[config.mk]
export PLATFORM = sky130hd
export DESIGN_NAME = power_board_frame_parser_unit
export DESIGN_NICKNAME = d
export VERILOG_FILES = /design/src/rtl/pbfp_pkg.sv /design/src/rtl/power_board_frame_parser_unit.sv /design/src/rtl/pbfp_front.sv /design/src/rtl/pbfp_queue.sv /design/src/rtl/pbfp_back.sv
export SDC_FILE = /design/constraint.sdc
export NUM_CORES = 1
export LEC_CHECK = 0
export BUFFER_PORTS_ARGS = -buffer_cell sky130_fd_sc_hd__buf_2
export CAP_MARGIN = 20
export CORE_MARGIN = 1
export CORE_UTILIZATION = 35
export CTS_BUF_LIST = sky130_fd_sc_hd__clkbuf_8
export CTS_CLUSTER_DIAMETER = 30
export DETAILED_ROUTE_END_ITERATION = 7
export PLACE_DENSITY = 0.51
export SLEW_MARGIN = 15
export SYNTH_ARGS = -nofsm -noshare
export SYNTH_HDL_FRONTEND = slang
export SYNTH_HIERARCHICAL = 1
export SYNTH_SLANG_ARGS = --single-unit
export TNS_END_PERCENT = 50
[constraint.sdc]
create_clock -name clk -period 18.9 [get_ports clk]
set_clock_uncertainty 0.05 [all_clocks]
set_input_delay 3.78 -clock clk [delete_from_list [all_inputs] [get_ports clk]]
set_output_delay 3.78 -clock clk [all_outputs]
set_load 0.01 [all_outputs]
[src/rtl/pbfp_pkg.sv]
// Shared types and constants for the power board frame parser.
// Used by the front, queue, back and top modules; depends on nothing.
`default_nettype none
package pbfp_pkg;

	localparam int unsigned CHUNK_MAX   = 255;
	localparam int unsigned STORE_DEPTH = 18;
	localparam int unsigned QUEUE_DEPTH = 2;

	localparam logic [7:0] BYTE_START    = 8'hAA;
	localparam logic [7:0] BYTE_CURRENT  = 8'hA1;
	localparam logic [7:0] BYTE_HUMID    = 8'hA3;
	localparam logic [7:0] BYTE_HEART    = 8'hA4;
	localparam logic [7:0] BYTE_SWITCH   = 8'hA5;
	localparam logic [7:0] BYTE_END0     = 8'hAF;
	localparam logic [7:0] BYTE_END1     = 8'hFF;
	localparam logic [7:0] BYTE_SW_ACK   = 8'h65;
	localparam logic [7:0] BYTE_HB_CODE  = 8'hCC;
	localparam logic [7:0] BYTE_HB_SUM   = 8'h7B;

	localparam logic [3:0] HEART_LAST    = 4'd5;
	localparam logic [3:0] CURRENT_LAST  = 4'd8;

	typedef enum logic [1:0] {
		KIND_CURRENT = 2'd0,
		KIND_HUMID   = 2'd1,
		KIND_HEART   = 2'd2,
		KIND_ACK     = 2'd3
	} kind_t;

	typedef struct packed {
		kind_t                          kind;
		logic [STORE_DEPTH-1:0][7:0]    payload;
	} job_t;

	typedef struct packed {
		logic valid;
		job_t job;
	} push_t;

	function automatic logic [7:0] heart_reply(input logic [3:0] pos);
		logic [7:0] r;
		case (pos)
			4'd0: r = BYTE_START;
			4'd1: r = BYTE_HEART;
			4'd2: r = BYTE_HB_CODE;
			4'd3: r = BYTE_HB_SUM;
			4'd4: r = BYTE_END0;
			4'd5: r = BYTE_END1;
			default: r = 8'h00;
		endcase
		return r;
	endfunction

endpackage
`default_nettype wire

[src/rtl/power_board_frame_parser_unit.sv]
// Top level of the power board frame parser.
// Instantiates pbfp_front, pbfp_queue and pbfp_back; uses pbfp_pkg.
//
// Received bytes enter one per cycle on the slave stream, tlast marking the
// end of a receive chunk; the input takes a byte every cycle while the
// two-entry job queue has room. A heartbeat header or a frame that passes its
// length and checksum checks (and, for a switch frame, the acknowledge code
// check) becomes one job, which the back end expands into 9 (current), 1
// (humidity/temperature), 6 (heartbeat reply) or 1 (switch acknowledge) result
// transactions, one per cycle as the master side accepts them, tlast on the
// final one. Input stalls only when two jobs wait for expansion.
`default_nettype none
module power_board_frame_parser_unit
	import pbfp_pkg::*;
(
	input  wire logic        clk,
	input  wire logic        arst_n,
	input  wire logic        s_tvalid,
	output logic             s_tready,
	input  wire logic [7:0]  s_tdata,   // rx_byte[7:0]
	input  wire logic        s_tlast,
	output logic             m_tvalid,
	input  wire logic        m_tready,
	output logic [39:0]      m_tdata,   // channel[3:0], value_a[19:4], value_b[35:20], zero
	output logic [1:0]       m_tuser,   // kind[1:0]
	output logic             m_tlast
);

	push_t       push;
	logic        q_not_full;
	logic        head_valid;
	job_t        head;
	logic        pop;
	kind_t       out_kind;
	logic [3:0]  out_channel;
	logic [15:0] out_value_a;
	logic [15:0] out_value_b;

	assign s_tready = q_not_full;

	pbfp_front u_front (
		.clk       (clk),
		.arst_n    (arst_n),
		.accept    (s_tvalid && s_tready),
		.rx_byte   (s_tdata),
		.chunk_end (s_tlast),
		.push      (push)
	);

	pbfp_queue u_queue (
		.clk        (clk),
		.arst_n     (arst_n),
		.push       (push),
		.not_full   (q_not_full),
		.head_valid (head_valid),
		.head       (head),
		.pop        (pop)
	);

	pbfp_back u_back (
		.clk         (clk),
		.arst_n      (arst_n),
		.head_valid  (head_valid),
		.head        (head),
		.pop         (pop),
		.out_valid   (m_tvalid),
		.out_ready   (m_tready),
		.out_kind    (out_kind),
		.out_channel (out_channel),
		.out_value_a (out_value_a),
		.out_value_b (out_value_b),
		.out_last    (m_tlast)
	);

	assign m_tuser = out_kind;
	assign m_tdata = {4'h0, out_value_b, out_value_a, out_channel};

	a_push_has_room: assert property (@(posedge clk) disable iff (!arst_n)
		push.valid |-> q_not_full)
		else $error("job pushed into full queue");

	a_pop_has_job: assert property (@(posedge clk) disable iff (!arst_n)
		pop |-> head_valid)
		else $error("job popped from empty queue");

	a_heart_last: assert property (@(posedge clk) disable iff (!arst_n)
		(m_tvalid && (m_tuser == KIND_HEART)) |-> (m_tlast == (m_tdata[3:0] == HEART_LAST)))
		else $error("heartbeat reply run framed wrongly");

	a_current_last: assert property (@(posedge clk) disable iff (!arst_n)
		(m_tvalid && (m_tuser == KIND_CURRENT)) |->
		(m_tlast == (m_tdata[3:0] == CURRENT_LAST)))
		else $error("current sample run framed wrongly");

endmodule
`default_nettype wire

[src/rtl/pbfp_front.sv]
// Byte-level parser: hunts headers, stores payload, checks frames.
// Pushes one job per heartbeat or valid frame; uses pbfp_pkg.
`default_nettype none
module pbfp_front
	import pbfp_pkg::*;
(
	input  wire logic       clk,
	input  wire logic       arst_n,
	input  wire logic       accept,
	input  wire logic [7:0] rx_byte,
	input  wire logic       chunk_end,
	output push_t           push
);

	typedef enum logic [1:0] {
		PH_HUNT    = 2'd0,
		PH_COLLECT = 2'd1,
		PH_DONE    = 2'd2
	} phase_t;

	phase_t                      phase_q;
	kind_t                       fkind_q;
	logic [7:0]                  bat_q;
	logic [7:0]                  prev_q;
	logic [7:0]                  prev2_q;
	logic [7:0]                  pos_q;
	logic [7:0]                  store_q [STORE_DEPTH];
	logic [STORE_DEPTH-1:0][7:0] store_flat;

	logic       in_window;
	logic       hdr_hit;
	logic       is_heart;
	logic       is_type;
	logic       end_hit;
	logic       frame_ok;
	logic [7:0] sum_cur;
	logic [7:0] sum_hum;
	logic [7:0] sum_ack;
	kind_t      type_kind;

	always_comb begin
		for (int i = 0; i < STORE_DEPTH; i++) begin
			store_flat[i] = store_q[i];
		end
	end

	assign in_window = pos_q < CHUNK_MAX[7:0];
	assign hdr_hit   = in_window && (phase_q == PH_HUNT) && (prev_q == BYTE_START);
	assign is_heart  = rx_byte == BYTE_HEART;
	assign is_type   = (rx_byte == BYTE_CURRENT) || (rx_byte == BYTE_HUMID) ||
		(rx_byte == BYTE_SWITCH);
	assign end_hit   = in_window && (phase_q == PH_COLLECT) && (rx_byte == BYTE_END1) &&
		(prev_q == BYTE_END0) && (bat_q != 8'd0);

	assign sum_cur = store_q[0] + store_q[2] + store_q[15] + BYTE_END0;
	assign sum_hum = store_q[0] + store_q[3] + BYTE_END0;
	assign sum_ack = store_q[0] + BYTE_END0;

	always_comb begin
		case (rx_byte)
			BYTE_CURRENT: type_kind = KIND_CURRENT;
			BYTE_HUMID:   type_kind = KIND_HUMID;
			default:      type_kind = KIND_ACK;
		endcase
	end

	always_comb begin
		case (fkind_q)
			KIND_CURRENT: frame_ok = (bat_q >= 8'd19) && (sum_cur == prev2_q);
			KIND_HUMID:   frame_ok = (bat_q >= 8'd5) && (sum_hum == prev2_q);
			KIND_ACK:     frame_ok = (bat_q >= 8'd2) && (store_q[0] == BYTE_SW_ACK) &&
				(sum_ack == prev2_q);
			default:      frame_ok = 1'b0;
		endcase
	end

	always_comb begin
		push.valid       = 1'b0;
		push.job.kind    = fkind_q;
		push.job.payload = store_flat;
		if (accept && hdr_hit && is_heart) begin
			push.valid    = 1'b1;
			push.job.kind = KIND_HEART;
		end else if (accept && end_hit && frame_ok) begin
			push.valid = 1'b1;
		end
	end

	always_ff @(posedge clk or negedge arst_n) begin
		if (!arst_n) begin
			phase_q <= PH_HUNT;
			fkind_q <= KIND_CURRENT;
			bat_q   <= '0;
			prev_q  <= '0;
			prev2_q <= '0;
			pos_q   <= '0;
		end else if (accept) begin
			if (in_window) begin
				pos_q   <= pos_q + 8'd1;
				prev2_q <= prev_q;
				prev_q  <= rx_byte;
				if (hdr_hit) begin
					if (is_heart) begin
						phase_q <= PH_DONE;
					end else if (is_type) begin
						phase_q <= PH_COLLECT;
						fkind_q <= type_kind;
						bat_q   <= '0;
					end
				end else if (phase_q == PH_COLLECT) begin
					if (end_hit) begin
						phase_q <= PH_DONE;
					end else if (bat_q != 8'hFF) begin
						bat_q <= bat_q + 8'd1;
					end
				end
			end
			if (chunk_end) begin
				phase_q <= PH_HUNT;
				bat_q   <= '0;
				prev_q  <= '0;
				prev2_q <= '0;
				pos_q   <= '0;
			end
		end
	end

	always_ff @(posedge clk) begin
		if (accept && in_window && (phase_q == PH_COLLECT) && !end_hit &&
			(bat_q < STORE_DEPTH[7:0])) begin
			store_q[bat_q[4:0]] <= rx_byte;
		end
	end

endmodule
`default_nettype wire

[src/rtl/pbfp_queue.sv]
// Two-entry job queue between the parser front and the result back end.
// Uses pbfp_pkg job types.
`default_nettype none
module pbfp_queue
	import pbfp_pkg::*;
(
	input  wire logic  clk,
	input  wire logic  arst_n,
	input  wire push_t push,
	output logic       not_full,
	output logic       head_valid,
	output job_t       head,
	input  wire logic  pop
);

	job_t       mem_q [QUEUE_DEPTH];
	logic       wr_ptr_q;
	logic       rd_ptr_q;
	logic [1:0] count_q;

	assign not_full   = count_q != QUEUE_DEPTH[1:0];
	assign head_valid = count_q != 2'd0;
	assign head       = mem_q[rd_ptr_q];

	always_ff @(posedge clk or negedge arst_n) begin
		if (!arst_n) begin
			wr_ptr_q <= 1'b0;
			rd_ptr_q <= 1'b0;
			count_q  <= '0;
		end else begin
			if (push.valid) begin
				wr_ptr_q <= ~wr_ptr_q;
			end
			if (pop) begin
				rd_ptr_q <= ~rd_ptr_q;
			end
			case ({push.valid, pop})
				2'b10:   count_q <= count_q + 2'd1;
				2'b01:   count_q <= count_q - 2'd1;
				default: count_q <= count_q;
			endcase
		end
	end

	always_ff @(posedge clk) begin
		if (push.valid) begin
			mem_q[wr_ptr_q] <= push.job;
		end
	end

endmodule
`default_nettype wire

[src/rtl/pbfp_back.sv]
// Result back end: expands the head job into result transactions.
// Drives the registered output slot; uses pbfp_pkg.
`default_nettype none
module pbfp_back
	import pbfp_pkg::*;
(
	input  wire logic clk,
	input  wire logic arst_n,
	input  wire logic head_valid,
	input  wire job_t head,
	output logic      pop,
	output logic      out_valid,
	input  wire logic out_ready,
	output kind_t     out_kind,
	output logic [3:0]  out_channel,
	output logic [15:0] out_value_a,
	output logic [15:0] out_value_b,
	output logic      out_last
);

	logic [3:0]  idx_q;
	logic        advance;
	logic [3:0]  item_channel;
	logic [15:0] item_a;
	logic [15:0] item_b;
	logic        item_last;
	logic [15:0] cur_word;

	always_comb begin
		case (idx_q)
			4'd0:    cur_word = {head.payload[0],  head.payload[1]};
			4'd1:    cur_word = {head.payload[2],  head.payload[3]};
			4'd2:    cur_word = {head.payload[4],  head.payload[5]};
			4'd3:    cur_word = {head.payload[6],  head.payload[7]};
			4'd4:    cur_word = {head.payload[8],  head.payload[9]};
			4'd5:    cur_word = {head.payload[10], head.payload[11]};
			4'd6:    cur_word = {head.payload[12], head.payload[13]};
			4'd7:    cur_word = {head.payload[14], head.payload[15]};
			4'd8:    cur_word = {head.payload[16], head.payload[17]};
			default: cur_word = '0;
		endcase
	end

	always_comb begin
		item_channel = '0;
		item_a       = '0;
		item_b       = '0;
		item_last    = 1'b1;
		case (head.kind)
			KIND_CURRENT: begin
				item_channel = idx_q;
				item_a       = cur_word;
				item_last    = idx_q == CURRENT_LAST;
			end
			KIND_HUMID: begin
				item_a = {head.payload[0], head.payload[1]};
				item_b = {head.payload[2], head.payload[3]};
			end
			KIND_HEART: begin
				item_channel = idx_q;
				item_a       = {8'h00, heart_reply(idx_q)};
				item_last    = idx_q == HEART_LAST;
			end
			default: begin
				item_last = 1'b1;
			end
		endcase
	end

	assign advance = head_valid && (!out_valid || out_ready);
	assign pop     = advance && item_last;

	always_ff @(posedge clk or negedge arst_n) begin
		if (!arst_n) begin
			idx_q     <= '0;
			out_valid <= 1'b0;
		end else begin
			if (advance) begin
				out_valid <= 1'b1;
				idx_q     <= item_last ? 4'd0 : idx_q + 4'd1;
			end else if (out_ready) begin
				out_valid <= 1'b0;
			end
		end
	end

	always_ff @(posedge clk) begin
		if (advance) begin
			out_kind    <= head.kind;
			out_channel <= item_channel;
			out_value_a <= item_a;
			out_value_b <= item_b;
			out_last    <= item_last;
		end
	end

endmodule
`default_nettype wire

==> results of run 1 <==
-- Yosys cell counts (6+ instances only) --
library cell | n | area, sq um
edfxtp_1 | 475 | 14300
mux2_2 | 159 | 1790
nand2_1 | 74 | 278
inv_1 | 63 | 236
nor2_1 | 52 | 195
dfrtp_1 | 45 | 1130
o21ai_0 | 43 | 215
ha_1 | 41 | 513
xnor2_1 | 37 | 324
a21oi_1 | 31 | 155
a22oi_1 | 29 | 218
clkbuf_1 | 29 | 109
nand2b_1 | 23 | 144
and2_1 | 19 | 119
xor2_1 | 18 | 158
buf_6 | 16 | 180
nor3_1 | 14 | 70.1
nand3_1 | 11 | 55.1
nor2b_1 | 11 | 68.8
a222oi_1 | 9 | 90.1
buf_4 | 9 | 67.6
mux2i_1 | 9 | 90.1
buf_2 | 8 | 40.0
fa_1 | 8 | 160
nand4_1 | 8 | 50.1
o22ai_1 | 8 | 50.1
a32oi_1 | 7 | 61.3
and3_1 | 7 | 43.8
o31ai_1 | 6 | 45.0
-- worst reg2reg max path: cells and delay by family (launching register included) --
kind / cells / cell delay [ns]
compound gates: 4 / 0.87
flops: 1 / 0.59
simple gates: 3 / 0.95
xor+xnor: 1 / 0.14
fa+ha+maj: 3 / 1.21
buf+inv: 4 / 1.18
-- routing by layer --
layer / vias up / global-route usage (%) / wire length [microns]
li1: 5451 / - / -
met1: 6058 / 24.1 / 24600
met2: 366 / 27.9 / 25700
met3: 65 / 3.70 / 3380
met4: 0 / 5.10 / 841
met5: - / 0 / 0
-- metrics by stage --
step | power, mW | instances | util, % | setup slack, ns | hold WS (ns)
after global routing | 3.40 | 2364 | 41.4 | 11.52 | 0.383
after CTS | 3.30 | 2364 | 41.4 | 11.78 | 0.375
after detailed placement | 2.00 | 2156 | 37.4 | 11.06 | 0.380
after global placement | 2.00 | 2156 | 37.4 | 11.01 | 0.373
after floorplan | 1.82 | 1363 | - | 7.25 | 0.371
final | 3.25 | 2364 | 41.4 | 11.81 | 0.368
-- flip-flops by register name (all words and copies together), names as in the netlist, 8 cells and up --
name	count
u_front/bat_q	8
u_queue/mem_q	292
u_front/store_q	144
u_back/out_value_a	16
u_front/prev2_q	8
u_front/prev_q	8
u_back/out_value_b	16
u_front/pos_q	8
-- final cells by class --
class                           instances  area, sq um  share of cell area [%]
Multi-Input combinational cell        716         5680                    22.6
Clock inverter                         90          817                    3.25
Inverter                               63          236                   0.940
Timing Repair Buffer                   75          430                    1.71
Sequential cell                       520        15400                    61.2
Tap cell                              782          978                    3.89
Clock buffer                          118         1620                    6.45
-- power by group --
part,switching [mW],internal [mW],leakage (nW)
clock network,0.514,0.766,1.27
logic,0.354,0.254,2.62
registers,0.0557,1.31,4.89
total,0.924,2.33,8.78
-- how the worst max path moves through the flow --
stage               startpoint                        endpoint  slack [ns]  cells after the start
floorplan           s_tdata[4]   u_queue/mem_q[0][0]$_DFFE_PP_        7.25                      7
global placement    s_tdata[3]  u_queue/mem_q[0][22]$_DFFE_PP_       11.01                      9
detailed placement  s_tdata[3]  u_queue/mem_q[0][70]$_DFFE_PP_       11.06                      9
CTS                 s_tdata[3]  u_queue/mem_q[0][38]$_DFFE_PP_       11.78                      9
global route        s_tdata[3]  u_queue/mem_q[0][38]$_DFFE_PP_       11.52                      9
finish              s_tdata[3]  u_queue/mem_q[0][38]$_DFFE_PP_       11.81                      9
-- cell families after synthesis --
family / count (synthesis) / synth area share, %
AOI/OAI and AO/OA: 185 / 5.97
xor gates and xnor gates: 55 / 2.22
other: 1 / 0.0173
muxes: 168 / 8.67
buffers and inverters: 127 / 2.95
and+or+nand+nor: 255 / 6.08
adders and majority gates: 49 / 3.10
DFF: 520 / 71.0
==> impl_metrics.tcl, run 1 <==
set metrics [dict create \
    ctsResizeCount 0 \
    setup_viol 0 \
    reg2reg_to "u_queue/mem_q[0][38]$_DFFE_PP_" \
    n_antenna_cell 0 \
    antenna_found_initial 2 \
    power_density_nw_per_um2 129 \
    rsz0062_at_grt "false" \
    portBuffers 53 \
    yosysWarnings 6 \
    synth-async-reset-ratio_pct 8.65 \
    grt_pass1_vias 12300 \
    max_freq_mhz 141 \
    r2r_slack_ns 13.44 \
    crit_chain "buf_2 > nand4_1 > or4_1 > nor3_1 > nand2_1 > o21bai_1 > inv_1 > nor2_4 > buf_4" \
    cts_hold_repair.buffers 0 \
    synth_top_flop_cell "edfxtp_1" \
    max_stage_delay_ns 0.84 \
    clock-sinks 520 \
    drt-wirelength-per-cell_microns 23.1 \
    relSlewSlack_pct 35.8 \
    final_cell_mix "edfxtp_1, mux2_2, clkbuf_8" \
    vdd_drop_max_mv 0.0530 \
    coreArea_sq_um 60800 \
    grt_max_degree 64 \
    ys_ff_latch 520 \
    fin_tns_setup_ns 0 \
    hold_depth 0 \
    layout_min_cycle_time_ns 7.09 \
    synth_cell_types 78 \
    overflow 0 \
    slowest_stage "buf_4" \
    cts_made_buffers 112 \
    cts_tree "yes" \
    power.leakage_nw 8.78 \
    grt_first_pass_wirelength_microns 80400 \
    hold_viol 0 \
    ff2ff_path_depth 15 \
    postCtsSetupBuffers 0 \
    layout_commonest_cell "edfxtp_1" \
    clk_pin_slew_ns 0.06 \
    crit_path_max_fanout 63 \
    stdcell_area_sq_um 25200 \
    end_kind "flop" \
    clockBufferDepth 3 \
    syn_inst 1360 \
    start_kind "primary input" \
    maxSlewViolCount 0 \
    drtAntennaViolNets 0 \
    syn2layout_area_growth_pct 16.1 \
    clk_latency_ns 0.68 \
    dpl_cell_area_sq_um 22700 \
    maxCapViolCount 0 \
    cp_top_family "simple AND/OR/NAND/NOR gates" \
    drive_gt1_share_pct 27.4 \
    die_w_microns 251 \
    drt-pass1-iter-count 5 \
    tightest_slew_ns 0.960 \
    dp_hpwl_microns 34800 \
    fillerInstances 5580 \
    criticalPathCategory "in2reg" \
    nNetsFinal 1550 \
    top_level_ports 58 \
    critical_path_required_ns 19.11 \
    h-tree-depth 3 \
    via_count 11900 \
    whs_endpoint "u_queue/mem_q[1][87]$_DFFE_PP_" \
    gp_congestion 0.785 \
    grt_usage_pct 17.5 \
    timing.final.crit_share_pct 37.5 \
    drt-initial-drc-count 970 \
    row_count 90 \
    root_buffer "clkbuf_8" \
    drc 0 \
    die_h_microns 251 \
    via_per_inst 5.05 \
    yosysSeqAreaShare_pct 71.0 \
    syn_area_sq_um 21700 \
    cp_data_arrival_time_ns 7.30 \
    status "complete, no violations" \
    min_from "u_front/store_q[10][7]$_DFFE_PP_" \
    die_area_sq_um 62900 \
    hp-class "reg2reg" \
    syn_area_per_cell_sq_um 15.9 \
    r2r_start "u_front/store_q[0][4]$_DFFE_PP_" \
    cp_num_buf_inv 3 \
    finalWirelength_microns 54600 \
    synth_edf_count 475 \
    initial_core_util_pct 35.7 \
]
No activity file was read; power rests on OpenSTA's default activity.
==> run 2: changes to the inputs <==
==> constraint.sdc (replaced) <==
create_clock -name clk -period 7.4 [get_ports clk]
set_clock_uncertainty 0.05 [all_clocks]
set_input_delay 1.48 -clock clk [delete_from_list [all_inputs] [get_ports clk]]
set_output_delay 1.48 -clock clk [all_outputs]
set_load 0.01 [all_outputs]
==> run 2 against run 1 <==
Worst setup slack worse by 9.1 ns. Utilization is 0.64 points higher. Via count is 0.20% lower. Sequential power grew to 2.5 times the previous value.
==> impl_metrics.tcl, run 2 (synthesis results as in run 1) <==
set metrics [dict create \
    grt_first_pass_wirelength_microns 80100 \
    vdd_drop_max_mv 0.157 \
    maxCapViolCount 0 \
    nNetsFinal 1559 \
    whs_endpoint "u_queue/mem_q[0][14]$_DFFE_PP_" \
    final_cell_mix "edfxtp_1, mux2_2, clkbuf_8" \
    fillerInstances 5541 \
    overflow 0 \
    initial_core_util_pct 35.7 \
    grt_pass1_vias 12300 \
    die_w_microns 251 \
    drt-pass1-iter-count 5 \
    die_area_sq_um 62900 \
    die_h_microns 251 \
    reg2reg_to "u_queue/mem_q[0][61]$_DFFE_PP_" \
    instances_no_fill 2376 \
    r2r_start "u_front/store_q[0][1]$_DFFE_PP_" \
    layout_min_cycle_time_ns 4.67 \
    regMostFlops "u_queue/mem_q" \
    max_freq_mhz 214 \
    fin_tns_setup_ns 0 \
    status "complete, no violations" \
    maxSlewViolCount 0 \
    ff_latch_area_sq_um 15400 \
    critical_path_required_ns 7.66 \
    timing.final.crit_share_pct 63.1 \
    grt_usage_pct 17.4 \
    end_kind "flop" \
    cts_made_buffers 116 \
    min_from "u_front/store_q[1][6]$_DFFE_PP_" \
    finalWirelength_microns 54300 \
    multi_input_area_sq_um 5680 \
    power_density_nw_per_um2 343 \
    drive_gt1_share_pct 28.0 \
    syn2layout_area_growth_pct 17.8 \
    root_buffer "clkbuf_8" \
    hold_viol 0 \
    row_count 90 \
    numPlacedInstances 2161 \
    start_kind "flop" \
    crit_path_max_fanout 75 \
    hp-class "reg2reg" \
    postCtsSetupBuffers 0 \
    via_per_inst 5.02 \
    coreArea_sq_um 60800 \
    relSlewSlack_pct 25.2 \
    drt-initial-drc-count 897 \
    clk_pin_slew_ns 0.06 \
    h-tree-depth 3 \
    cp_data_arrival_time_ns 4.93 \
    dp_hpwl_microns 33300 \
    r2r_slack_ns 2.73 \
    via_count 11900 \
    power.leakage_nw 8.96 \
    drtAntennaViolNets 0 \
    layout_commonest_cell "edfxtp_1" \
    portBuffers 53 \
    drc 0 \
    setup_viol 0 \
    ff2ff_path_depth 15 \
    clockBufferDepth 3 \
    drt-wirelength-per-cell_microns 22.9 \
    hold_depth 0 \
    tightest_slew_ns 1.12 \
    criticalPathCategory "reg2reg" \
    gp_congestion 0.816 \
    top_level_ports 58 \
    rsz0062_at_grt "false" \
    cts_tree "yes" \
    clk_latency_ns 0.71 \
    clock-sinks 520 \
    largest_reg_flops 292 \
    cts_hold_repair.buffers 0 \
    antenna_found_initial 2 \
    grt_max_degree 147 \
    ctsResizeCount 0 \
]
-- run 2: cell count changes in the layout (fill, tap and decap cells not counted), sizes merged --
| cell | delta |
|---|---|
| buf | +5 |
| bufinv | +11 |
| clkbuf | +2 |
| clkinv | -5 |
| clkinvlp | -1 |
| diode | +1 |
| inv | -1 |
-- run 2: worst max path at each step --
stage / end / cells after the start / slack, ns / start
floorplan: u_queue/mem_q[0][0]$_DFFE_PP_ / 15 / 0.28 / u_front/store_q[2][1]$_DFFE_PP_
global placement: u_queue/mem_q[0][114]$_DFFE_PP_ / 9 / 2.65 / s_tdata[6]
detailed placement: u_queue/mem_q[0][114]$_DFFE_PP_ / 9 / 2.67 / s_tdata[6]
CTS: u_queue/mem_q[0][92]$_DFFE_PP_ / 15 / 2.75 / u_front/store_q[0][1]$_DFFE_PP_
global route: u_queue/mem_q[0][92]$_DFFE_PP_ / 15 / 2.48 / u_front/store_q[0][4]$_DFFE_PP_
finish: u_queue/mem_q[0][61]$_DFFE_PP_ / 15 / 2.73 / u_front/store_q[0][1]$_DFFE_PP_
-- run 2: area by class of cell --
class | count | area share (%)
sequential | 520 | 60.3
multi-input combinational | 716 | 22.2
clock buffer | 120 | 6.46
clock inverter | 94 | 4.26
tap | 782 | 3.83
timing repair buffer | 80 | 2.02
inverter | 63 | 0.926
antenna | 1 | 0.00979
-- run 2: metrics by stage --
stage / hold slack, ns / area [sq um] / worst slack (ns) / utilization (%) / power (mW)
3_5_place_dp: 0.380 / 22800 / 2.67 / 37.5 / 5.15
6_report: 0.362 / 25500 / 2.73 / 42.0 / 8.77
4_1_cts: 0.357 / 25500 / 2.75 / 42.0 / 8.88
5_1_grt: 0.389 / 25500 / 2.48 / 42.0 / 9.13
3_3_place_gp: 0.372 / 22800 / 2.65 / 37.5 / 5.14
2_1_floorplan: 0.371 / 21700 / 0.283 / - / 4.64
-- run 2: critical path, cell delays in order (launching register included) --
cell	delay, ns
edfxtp_1	0.48
inv_1	0.13
ha_1	0.30
inv_1	0.04
ha_1	0.22
fa_1	0.40
xor2_1	0.21
xnor2_1	0.15
nand4_1	0.12
a31oi_1	0.27
nand3_1	0.13
o311a_1	0.44
o21bai_1	0.30
inv_1	0.14
nor2_4	0.38
buf_12	0.37
-- run 2: report_power, final --
group	leakage, nW	switching, mW	internal, mW	total, mW
Clock	1.41	1.34	2.36	3.70
Combinational	2.66	0.936	0.647	1.58
Sequential	4.89	0.135	3.35	3.49
Total	8.96	2.41	6.36	8.77
-- run 2: routing by layer --
layer	global-route usage [%]	vias up	routed length (microns)
met4	6.11	0	1300
met1	23.2	6033	24000
met2	28.5	336	26400
met5	0	-	0
li1	-	5463	-
met3	3.26	84	2630
